File: src/design/tis_pkg.sv
// Shared types, constants and helpers for the TDC interval smoother.
// Used by the controller, the datapath, the divider and the top level.
// No dependencies.
package tis_pkg;

   localparam int FINE_W   = 23;
   localparam int COARSE_W = 16;
   localparam int OUT_W    = 48;
   localparam int CSR_W    = 24;
   localparam int CSR_IDX_W = 2;

   localparam int PERIOD_W = 10;
   localparam int SPAN_W   = 6;
   localparam int OFFSET_W = 24;
   localparam int WEIGHT_W = 17;

   localparam logic [PERIOD_W-1:0] PERIOD_RESET = PERIOD_W'(125);
   localparam logic [SPAN_W-1:0]   SPAN_RESET   = SPAN_W'(9);
   localparam logic [OFFSET_W-1:0] OFFSET_RESET = OFFSET_W'(1000000);
   localparam logic [WEIGHT_W-1:0] WEIGHT_RESET = WEIGHT_W'(13107);
   localparam logic [WEIGHT_W-1:0] WEIGHT_ONE   = WEIGHT_W'(65536);

   localparam int Q_SHIFT  = 16;
   localparam int FE_SHIFT = 12;
   localparam int FE_DEN   = 62500;
   localparam int FE_HALF  = FE_DEN / 2;

   localparam int DIV_W     = 62;
   localparam int DEN_W     = 23;
   localparam int DIV_STEPS = DIV_W / 2;
   localparam int DIV_CNT_W = $clog2(DIV_STEPS);

   localparam logic signed [63:0] MAX48 = 64'sh0000_7FFF_FFFF_FFFF;
   localparam logic signed [63:0] MIN48 = -MAX48 - 64'sd1;

   typedef enum logic [CSR_IDX_W-1:0] {
      CSR_CLOCK_PERIOD = 2'd0,
      CSR_CAL_SPAN     = 2'd1,
      CSR_OFFSET       = 2'd2,
      CSR_WEIGHT       = 2'd3
   } csr_index_type;

   typedef enum logic [3:0] {
      OP_NONE,
      OP_LOAD,
      OP_PROD,
      OP_DIV1_START,
      OP_INTERVAL,
      OP_TIME_ERROR,
      OP_DIV2_START,
      OP_FREQ_ERROR,
      OP_AVG_LOAD,
      OP_EMA_DIFF_T,
      OP_EMA_DIFF_F,
      OP_EMA_MUL,
      OP_EMA_SUM_T,
      OP_EMA_SUM_F,
      OP_EMIT
   } op_type;

   typedef enum logic [3:0] {
      S_IDLE,
      S_PROD,
      S_DIV1,
      S_WAIT1,
      S_INTERVAL,
      S_TIME_ERROR,
      S_DIV2,
      S_WAIT2,
      S_FREQ_ERROR,
      S_AVG_T,
      S_MUL_T,
      S_SUM_T,
      S_DIFF_F,
      S_MUL_F,
      S_SUM_F,
      S_EMIT
   } state_type;

   typedef struct packed {
      logic reject;
      logic started;
      logic div_busy;
      logic out_free;
   } status_type;

   function automatic logic signed [OUT_W-1:0] sat48(input logic signed [63:0] v);
      logic signed [63:0] r;
      if (v > MAX48) begin
         r = MAX48;
      end else if (v < MIN48) begin
         r = MIN48;
      end else begin
         r = v;
      end
      return r[OUT_W-1:0];
   endfunction

endpackage

File: src/design/tis_ctrl.sv
// Sequencer for the TDC interval smoother: steps one item through the datapath.
// Depends on tis_pkg for the state, op and status types.
module tis_ctrl (
   input  logic                clock,
   input  logic                reset,
   input  logic                req_valid,
   output logic                req_stall,
   input  tis_pkg::status_type status,
   output tis_pkg::op_type     op
);
   import tis_pkg::*;

   state_type state_ff, state_in;

   always_ff @(posedge clock) begin
      if (reset) begin
         state_ff <= S_IDLE;
      end else begin
         state_ff <= state_in;
      end
   end

   always_comb begin
      state_in  = state_ff;
      op        = OP_NONE;
      req_stall = 1'b1;
      case (state_ff)
         S_IDLE: begin
            req_stall = 1'b0;
            if (req_valid) begin
               op       = OP_LOAD;
               state_in = S_PROD;
            end
         end
         S_PROD: begin
            if (status.reject) begin
               state_in = S_EMIT;
            end else begin
               op       = OP_PROD;
               state_in = S_DIV1;
            end
         end
         S_DIV1: begin
            op       = OP_DIV1_START;
            state_in = S_WAIT1;
         end
         S_WAIT1: begin
            if (!status.div_busy) begin
               state_in = S_INTERVAL;
            end
         end
         S_INTERVAL: begin
            op       = OP_INTERVAL;
            state_in = S_TIME_ERROR;
         end
         S_TIME_ERROR: begin
            op       = OP_TIME_ERROR;
            state_in = S_DIV2;
         end
         S_DIV2: begin
            op       = OP_DIV2_START;
            state_in = S_WAIT2;
         end
         S_WAIT2: begin
            if (!status.div_busy) begin
               state_in = S_FREQ_ERROR;
            end
         end
         S_FREQ_ERROR: begin
            op       = OP_FREQ_ERROR;
            state_in = S_AVG_T;
         end
         S_AVG_T: begin
            if (!status.started) begin
               op       = OP_AVG_LOAD;
               state_in = S_EMIT;
            end else begin
               op       = OP_EMA_DIFF_T;
               state_in = S_MUL_T;
            end
         end
         S_MUL_T: begin
            op       = OP_EMA_MUL;
            state_in = S_SUM_T;
         end
         S_SUM_T: begin
            op       = OP_EMA_SUM_T;
            state_in = S_DIFF_F;
         end
         S_DIFF_F: begin
            op       = OP_EMA_DIFF_F;
            state_in = S_MUL_F;
         end
         S_MUL_F: begin
            op       = OP_EMA_MUL;
            state_in = S_SUM_F;
         end
         S_SUM_F: begin
            op       = OP_EMA_SUM_F;
            state_in = S_EMIT;
         end
         S_EMIT: begin
            if (status.out_free) begin
               op       = OP_EMIT;
               state_in = S_IDLE;
            end
         end
         default: begin
            state_in = S_IDLE;
         end
      endcase
   end

endmodule

File: config.mk
export PLATFORM = sky130hd
export DESIGN_NAME = tis_ctrl
export DESIGN_NICKNAME = d
export VERILOG_FILES = /design/src/design/tis_pkg.sv /design/src/design/tis_ctrl.sv
export SDC_FILE = /design/constraint.sdc
export NUM_CORES = 1
export LEC_CHECK = 0
export CAP_MARGIN = 20
export CORE_AREA = 2 2 39 41
export DETAILED_ROUTE_END_ITERATION = 8
export DIE_AREA = 0 0 41 43
export DONT_BUFFER_PORTS = 1
export SETUP_SLACK_MARGIN = 0.3
export SYNTH_ARGS = -nofsm -noshare
export SYNTH_HDL_FRONTEND = slang
export SYNTH_SLANG_ARGS = --single-unit
File: constraint.sdc
create_clock -name clock -period 1.8 [get_ports clock]
set_input_delay 0.36 -clock clock [delete_from_list [all_inputs] [get_ports clock]]
set_output_delay 0.36 -clock clock [all_outputs]
set_load 0.02 [all_outputs]
==> impl_table.tex, run 1 <==
\begin{tabular}{lr}
\hline
Metric & Value \\
\hline
\multicolumn{2}{l}{\textbf{Detailed routing}} \\
Via Count & 478 \\
Number of iterations in the first detailed-routing pass & 4 \\
Average detailed-routed wire length per instance & 17.1 um \\
Number of DRC markers after the initial detailed-route iteration & 13 \\
Post-route antenna net violation count & 0 \\
Vias per cell & roughly 6.3 \\
Total wire length & 1.30 mm \\
Number of remaining DRC errors & 0 \\
\multicolumn{2}{l}{\textbf{Finish}} \\
Fill cell total of the finished layout & 134 \\
Antenna fix cells & 0 \\
Total area of sequential cells & about 95 um2 \\
Top register by number of flip-flops & state\_ff \\
Area of all placed cells without fillers & 549 um2 \\
Max reg flops & 4 \\
Registers with the highest flip-flop counts & state\_ff (4) \\
Multi-input gate area in the final layout & between 300 and 400 um2 \\
Relative area change from synthesis to final layout & 40.3\% \\
Net count of the finished layout & 69 \\
Share of final-layout standard cells stronger than drive strength 1 & 48.3\% \\
\multicolumn{2}{l}{\textbf{Synthesis}} \\
Count of unique library cells instantiated by Yosys & 29 \\
Largest area contributor in the synthesized netlist & sky130\_fd\_sc\_hd\_\_dfxtp\_1 \\
Post-synthesis instance area & 392 um2 \\
Synth cell count leaders & sky130\_fd\_sc\_hd\_\_buf\_2 (4), sky130\_fd\_sc\_hd\_\_dfxtp\_1 (4) \\
EDFF count, synth & 0 \\
Post-Syn Instances & 53 \\
Flip-flop cell with the highest count after synthesis & sky130\_fd\_sc\_hd\_\_dfxtp\_1 \\
Sequential area share after synthesis & between 20\% and 30\% \\
Share of synthesized registers carrying an async set or reset & 0\% \\
Synthesis-stage register bit count & 4 \\
Synth warnings & 0 \\
Syn avg cell area & between 7 and 8 um2 \\
Cells taking the most area after synthesis & sky130\_fd\_sc\_hd\_\_dfxtp\_1 (20\%), sky130\_fd\_sc\_hd\_\_buf\_2 (5.1\%), sky130\_fd\_sc\_hd\_\_o211a\_1 (5.1\%), sky130\_fd\_sc\_hd\_\_nor2b\_1 (4.8\%), sky130\_fd\_sc\_hd\_\_a311oi\_1 (4.5\%) \\
Yosys top cell area share & 20.4\% \\
Total nets after synthesis & 60 \\
\multicolumn{2}{l}{\textbf{Setup path}} \\
Cell family contributing the most delay on the critical path & simple AND/OR/NAND/NOR gates \\
Longest individual stage delay on the worst path & about 0.40 ns \\
Capturing point of the worst reg2reg path & state\_ff[2] \\
Setup slack on the worst flop-to-flop path & between 0.3 and 0.4 ns \\
CP bufs+invs & 0 \\
Worst endpoint data arrival time & 1.28 ns \\
Category of the worst setup path capture point & primary output \\
Critical-path maximum fanout & 5 \\
Number of cells on the worst reg-to-reg path & 5 \\
Type of origin of the critical path & register \\
Highest-delay cell along the critical path & sky130\_fd\_sc\_hd\_\_or3\_4 \\
Worst path cell trace & or3\_4, or2\_4 \\
Type of the worst setup path & register to primary output \\
Worst Path Required & 1.44 ns \\
Worst reg2reg startpoint & state\_ff[3] \\
\multicolumn{2}{l}{\textbf{Floorplanning}} \\
Placeable core region & 1380 um2 \\
Vertical extent of the die & about 43 um \\
Die area & 1760 um2 \\
Core Rows & 14 \\
IO Count & 12 \\
Horizontal extent of the die & 41 um \\
Initial core utilization & approximately 28\% \\
\multicolumn{2}{l}{\textbf{Power and ir drop}} \\
Leakage dissipation & 0.197 nW \\
Part of the power in registers & between 20\% and 30\% \\
Clk pwr share & 16.7\% \\
Switching share of power & about 44\% \\
Internal power consumption & 0.000399 W \\
Pwr/cell area & $\sim$1300 nW/um2 \\
Switching power & between 0.0003 and 0.0004 W \\
Max VDD drop & 500 uV \\
Fraction of power consumed by combinational cells & 59.5\% \\
\multicolumn{2}{l}{\textbf{Timing}} \\
Worst clock skew & 0.0128 ns \\
Unrepaired setup endpoints after global routing & true \\
Highest attainable clock frequency & about 0.61 GHz \\
Max-slew headroom at the worst pin & 69.0\% \\
Final min period & 1.64 ns \\
Count of final max-slew check failures & 0 \\
Tcrit/Tclk final & approximately nine tenths \\
Tightest Pin Transition & 0.462 ns \\
Setup total negative slack & 0 ns \\
Number of setup violations in the final report & 0 \\
Number of hold violations in the final report & 0 \\
\multicolumn{2}{l}{\textbf{Clock tree}} \\
Hold buffers post-CTS & 0 \\
Total CTS buffers & 3 \\
Clock insertion delay at the later pin of the skew report & 0.25 ns \\
Sinks on the clock net & 4 \\
CTS tree & done \\
Level count of the clock H-tree & 1 \\
CTS max path bufs & 2 \\
Clock Tree Root & sky130\_fd\_sc\_hd\_\_clkbuf\_4 \\
Clock edge transition at the registers on the reported setup and hold paths & about 0.050 ns \\
\multicolumn{2}{l}{\textbf{Min path}} \\
Hold Startpoint & reset \\
Worst Hold Path EP & state\_ff[3] \\
HP Class & input pin to register \\
Cell count of the worst hold path & 1 \\
\multicolumn{2}{l}{\textbf{GRT}} \\
Overall routing resource usage & between 15 and 20\% \\
Vias in the first global route & 434 \\
Number of antenna violations at the first check in global routing & 0 \\
Gr ovfl total & 0 \\
Wire length of the first global-routing pass & 1.89 mm \\
Pin count of the biggest net entering global routing & 14 \\
\multicolumn{2}{l}{\textbf{Place}} \\
Final RePlAce weighted congestion & 0.795 \\
Post-place instance area & 388 um2 \\
Input/output buffers & 0 \\
Final HPWL from detailed placement & 680 um \\
\multicolumn{2}{l}{\textbf{Outcome}} \\
Result of the run & complete, no violations \\
\multicolumn{2}{l}{\textbf{Flow run}} \\
Maximum capacitance violations & 0 \\
\hline
\end{tabular}
-- worst max path at each step --
stage | startpoint | endpoint | slack [ns] | cells past startpoint
floorplan | state_ff[1] | req_stall | 0.31 | 3
detailed placement | state_ff[3] | op[1] | 0.20 | 3
finish | state_ff[1] | req_stall | 0.16 | 2
global placement | state_ff[3] | op[1] | 0.25 | 3
CTS | state_ff[1] | req_stall | 0.16 | 2
global route | state_ff[3] | op[1] | 0.12 | 4
-- worst reg2reg max path, stage by stage, from the launching register on --
cell	delay, ns
sky130_fd_sc_hd__dfxtp_4	0.38
sky130_fd_sc_hd__buf_4	0.16
sky130_fd_sc_hd__buf_4	0.17
sky130_fd_sc_hd__nor2b_1	0.08
sky130_fd_sc_hd__or3_1	0.34
sky130_fd_sc_hd__a311oi_2	0.25
-- logic make-up (layout without fill, tap and decap cells) --
kind of cell / Yosys count / count (layout) / share of synthesized area [%]
AND/OR/NAND/NOR: 22 / 22 / 33.2
AO/OA/AOI/OAI: 19 / 19 / 35.5
flip-flops: 4 / 4 / 20.4
buffers and inverters: 8 / 15 / 10.9
-- timing repair --
action | in CTS | in global routing
gates resized for setup | 15 | 14
buffers inserted | 4 | 4
pin swaps | 3 | 6
setup endpoints to repair | 6 | 6
-- area by class of cell --
| class | count | share of cell area (%) |
|---|---|---|
| Clock buffer | 3 | 4.10 |
| Inverter | 3 | 2.05 |
| Multi-Input combinational cell | 41 | 59.2 |
| Sequential cell | 4 | 17.3 |
| Tap cell | 16 | 3.64 |
| Timing Repair Buffer | 9 | 13.7 |
-- metal layers --
| layer | global-route usage [%] | routed length (um) | vias to the layer above |
|---|---|---|---|
| li1 | - | - | 221 |
| met1 | 17.6 | 506 | 224 |
| met5 | 0 | 0 | - |
| met4 | 12.7 | 29 | 0 |
| met2 | 23.4 | 661 | 29 |
| met3 | 6.81 | 101 | 4 |
-- power by group through the flow --
stage	logic, W	registers [W]	clock network, W
3_3_place_gp	0.000249	0.000180	0
4_1_cts	0.000322	0.000171	0.000119
5_1_grt	0.000459	0.000172	0.000123
2_1_floorplan	0.000281	0.000124	0
3_5_place_dp	0.000251	0.000181	0
6_report	0.000428	0.000171	0.000120
-- layout by cell type (no fill, tap or decap), types with 3 or more instances in the layout --
master                     count
sky130_fd_sc_hd__a21oi_1       3
sky130_fd_sc_hd__buf_4         7
sky130_fd_sc_hd__clkbuf_4      3
sky130_fd_sc_hd__dfxtp_4       4
-- through the flow --
step | total power, W | utilization, % | hold WS (ns) | instances | setup slack (ns)
3_3_place_gp | 0.000429 | 28.0 | 0.435 | 65 | 0.251
2_1_floorplan | 0.000405 | - | 0.429 | 53 | 0.310
4_1_cts | 0.000613 | 33.9 | 0.175 | 72 | 0.160
3_5_place_dp | 0.000432 | 28.0 | 0.438 | 65 | 0.202
6_report | 0.000719 | 39.7 | 0.175 | 76 | 0.158
5_1_grt | 0.000754 | 39.7 | 0.178 | 76 | 0.116
Note: power is estimated with default switching activity, not from simulation.
==> run 2: changes to the inputs <==
RECOVER_POWER = 100   (was unset)
==> run 2 against run 1 <==
Sequential power about the same. Via count decreased by 1.9%. Total power decreased by 3.3%. Core utilization down 0.99 points. Combinational power down 5.1%. Worst hold slack worse by 0.0019 ns. Sequential cell count did not move. Clock power about the same. Routed wire length fell by 3.4%. Critical path depth unchanged. Cell count stayed put.
==> impl_table.tex, run 2 (synthesis gave the netlist of run 1 again) <==
\begin{tabular}{lr}
\hline
Metric & Value \\
\hline
\multicolumn{2}{l}{\textbf{Outcome}} \\
Result of the run & complete, no violations \\
\multicolumn{2}{l}{\textbf{Floorplanning}} \\
Core Rows & 14 (unchanged) \\
IO Count & 12 (unchanged) \\
Vertical extent of the die & 43 um (unchanged) \\
Horizontal extent of the die & 41 um (unchanged) \\
Die area & 1760 um2 (unchanged) \\
Initial core utilization & 28.3\% (unchanged) \\
Placeable core region & 1380 um2 (unchanged) \\
\multicolumn{2}{l}{\textbf{Setup path}} \\
Type of origin of the critical path & register \\
Category of the worst setup path capture point & primary output \\
Critical-path maximum fanout & 5 (unchanged) \\
Number of cells on the worst reg-to-reg path & 5 (unchanged) \\
Worst endpoint data arrival time & 1.34 ns (+0.06 ns) \\
Worst path cell trace & or3\_4, or2\_0 \\
Type of the worst setup path & register to primary output \\
Longest individual stage delay on the worst path & 0.40 ns (about the same) \\
Worst reg2reg startpoint & state\_ff[3] \\
Highest-delay cell along the critical path & sky130\_fd\_sc\_hd\_\_or3\_4 \\
Critical path launch point & state\_ff[1] \\
Worst Path Required & 1.44 ns (about the same) \\
\multicolumn{2}{l}{\textbf{Power and ir drop}} \\
Pwr/cell area & 1300 nW/um2 (-0.86\%) \\
Max VDD drop & 509 uV (+1.8\%) \\
Leakage dissipation & 0.193 nW (-2.1\%) \\
Total Power & 0.000695 W (-3.3\%) \\
\multicolumn{2}{l}{\textbf{Flow run}} \\
Maximum capacitance violations & 0 (unchanged) \\
\multicolumn{2}{l}{\textbf{Place}} \\
Final RePlAce weighted congestion & 0.795 (unchanged) \\
Input/output buffers & 0 (unchanged) \\
Final HPWL from detailed placement & 680 um (unchanged) \\
Pre-CTS setup slack & 0.202 ns (unchanged) \\
\multicolumn{2}{l}{\textbf{Clock tree}} \\
Clock insertion delay at the later pin of the skew report & 0.25 ns (about the same) \\
Clock Tree Root & sky130\_fd\_sc\_hd\_\_clkbuf\_4 \\
CTS max path bufs & 2 (unchanged) \\
Total CTS buffers & 3 (unchanged) \\
Level count of the clock H-tree & 1 (unchanged) \\
CTS tree & done \\
Sinks on the clock net & 4 (unchanged) \\
Clock edge transition at the registers on the reported setup and hold paths & 0.04 ns (about the same) \\
Hold buffers post-CTS & 0 (unchanged) \\
\multicolumn{2}{l}{\textbf{Timing}} \\
Worst Slack Setup Final & 0.0986 ns (-0.0599 ns) \\
Unrepaired setup endpoints after global routing & true \\
Number of setup violations in the final report & 0 (unchanged) \\
Highest attainable clock frequency & 0.588 GHz (-3.5\%) \\
Number of hold violations in the final report & 0 (unchanged) \\
Setup total negative slack & 0 ns (unchanged) \\
Count of final max-slew check failures & 0 (unchanged) \\
Max-slew headroom at the worst pin & 69.0\% (about the same) \\
Final min period & 1.70 ns (+0.0599 ns) \\
Tightest Pin Transition & 0.463 ns (+0.000313 ns) \\
Tcrit/Tclk final & 94.5\% (+3.3 points) \\
Worst clock skew & 0.00910 ns (-0.00371 ns) \\
\multicolumn{2}{l}{\textbf{Detailed routing}} \\
Number of DRC markers after the initial detailed-route iteration & 15 (+2) \\
Post-route antenna net violation count & 0 (unchanged) \\
Average detailed-routed wire length per instance & 16.5 um (-3.4\%) \\
Vias per cell & 6.17 (-1.9\%) \\
Number of iterations in the first detailed-routing pass & 4 (unchanged) \\
Total wire length & 1.26 mm (-3.4\%) \\
Number of remaining DRC errors & 0 (unchanged) \\
Via Count & 469 (-1.9\%) \\
\multicolumn{2}{l}{\textbf{GRT}} \\
Pin count of the biggest net entering global routing & 14 (unchanged) \\
Vias in the first global route & 434 (unchanged) \\
Wire length of the first global-routing pass & 1.89 mm (unchanged) \\
Gr ovfl total & 0 (unchanged) \\
Number of antenna violations at the first check in global routing & 0 (unchanged) \\
Overall routing resource usage & 16.2\% (unchanged) \\
\multicolumn{2}{l}{\textbf{Finish}} \\
Antenna fix cells & 0 (unchanged) \\
Most frequent cells in the layout & sky130\_fd\_sc\_hd\_\_buf\_4 (6), sky130\_fd\_sc\_hd\_\_a21oi\_1 (3), sky130\_fd\_sc\_hd\_\_clkbuf\_4 (3), sky130\_fd\_sc\_hd\_\_dfxtp\_4 (3) \\
Post-route core utilization & 38.7\% (-0.99 points) \\
Most common cell after layout, fill and taps aside & sky130\_fd\_sc\_hd\_\_buf\_4 \\
Relative area change from synthesis to final layout & 36.7\% \\
Share of final-layout standard cells stronger than drive strength 1 & 43.3\% (-5.0 points) \\
Max reg flops & 4 (unchanged) \\
Top register by number of flip-flops & state\_ff \\
Registers with the highest flip-flop counts & state\_ff (4) \\
Net count of the finished layout & 69 (unchanged) \\
\multicolumn{2}{l}{\textbf{Min path}} \\
Hold Startpoint & reset \\
Cell count of the worst hold path & 1 (unchanged) \\
HP Class & input pin to register \\
\hline
\end{tabular}
==> run 2: worst paths after layout <==
kind                      end  slack, ns
setup / recovery    req_stall        0.1
hold / removal    state_ff[3]       0.17
setup reg to reg  state_ff[2]       0.32
hold reg to reg   state_ff[2]       0.61
==> run 2: through the flow <==
stage	cell area (um2)	hold slack, ns	std cells
4_1_cts	469	0.175	72
6_report	536	0.174	76
2_1_floorplan	392	0.429	53
3_5_place_dp	388	0.438	65
5_1_grt	536	0.178	76
3_3_place_gp	388	0.435	65
==> run 2: where the power goes <==
group	switching (W)	internal [W]	leakage, nW
registers	0.0000498	0.000119	0.0353
clock network	0.0000453	0.0000752	0.0138
logic	0.000219	0.000187	0.143
==> run 2: area by class of cell <==
class | instances | area (um2)
fillers | 139 | 848
multi-input cells | 41 | 317
flip-flops and latches | 4 | 92.6
repair buffers | 9 | 72.6
clock buffers | 3 | 22.5
well taps | 16 | 20.0
inverters | 3 | 11.3
==> run 2: worst max-delay path, delay by kind of cell, from the launching register on <==
family,cells,cell delay (ns)
flip-flops,1,0.36
AND/OR/NAND/NOR,2,0.73
==> run 2: repair_timing <==
item,CTS,global route
pin swaps,3,6
gates resized for setup,15,14
buffers inserted,4,4
setup endpoints to repair,6,6
==> run 2: routing by layer <==
metal	routed length (um)	vias to the layer above	global-route usage, %
li1	-	221	-
met1	502	230	17.6
met2	666	14	23.4
met3	55	4	6.81
met4	31	0	12.7
met5	0	-	0
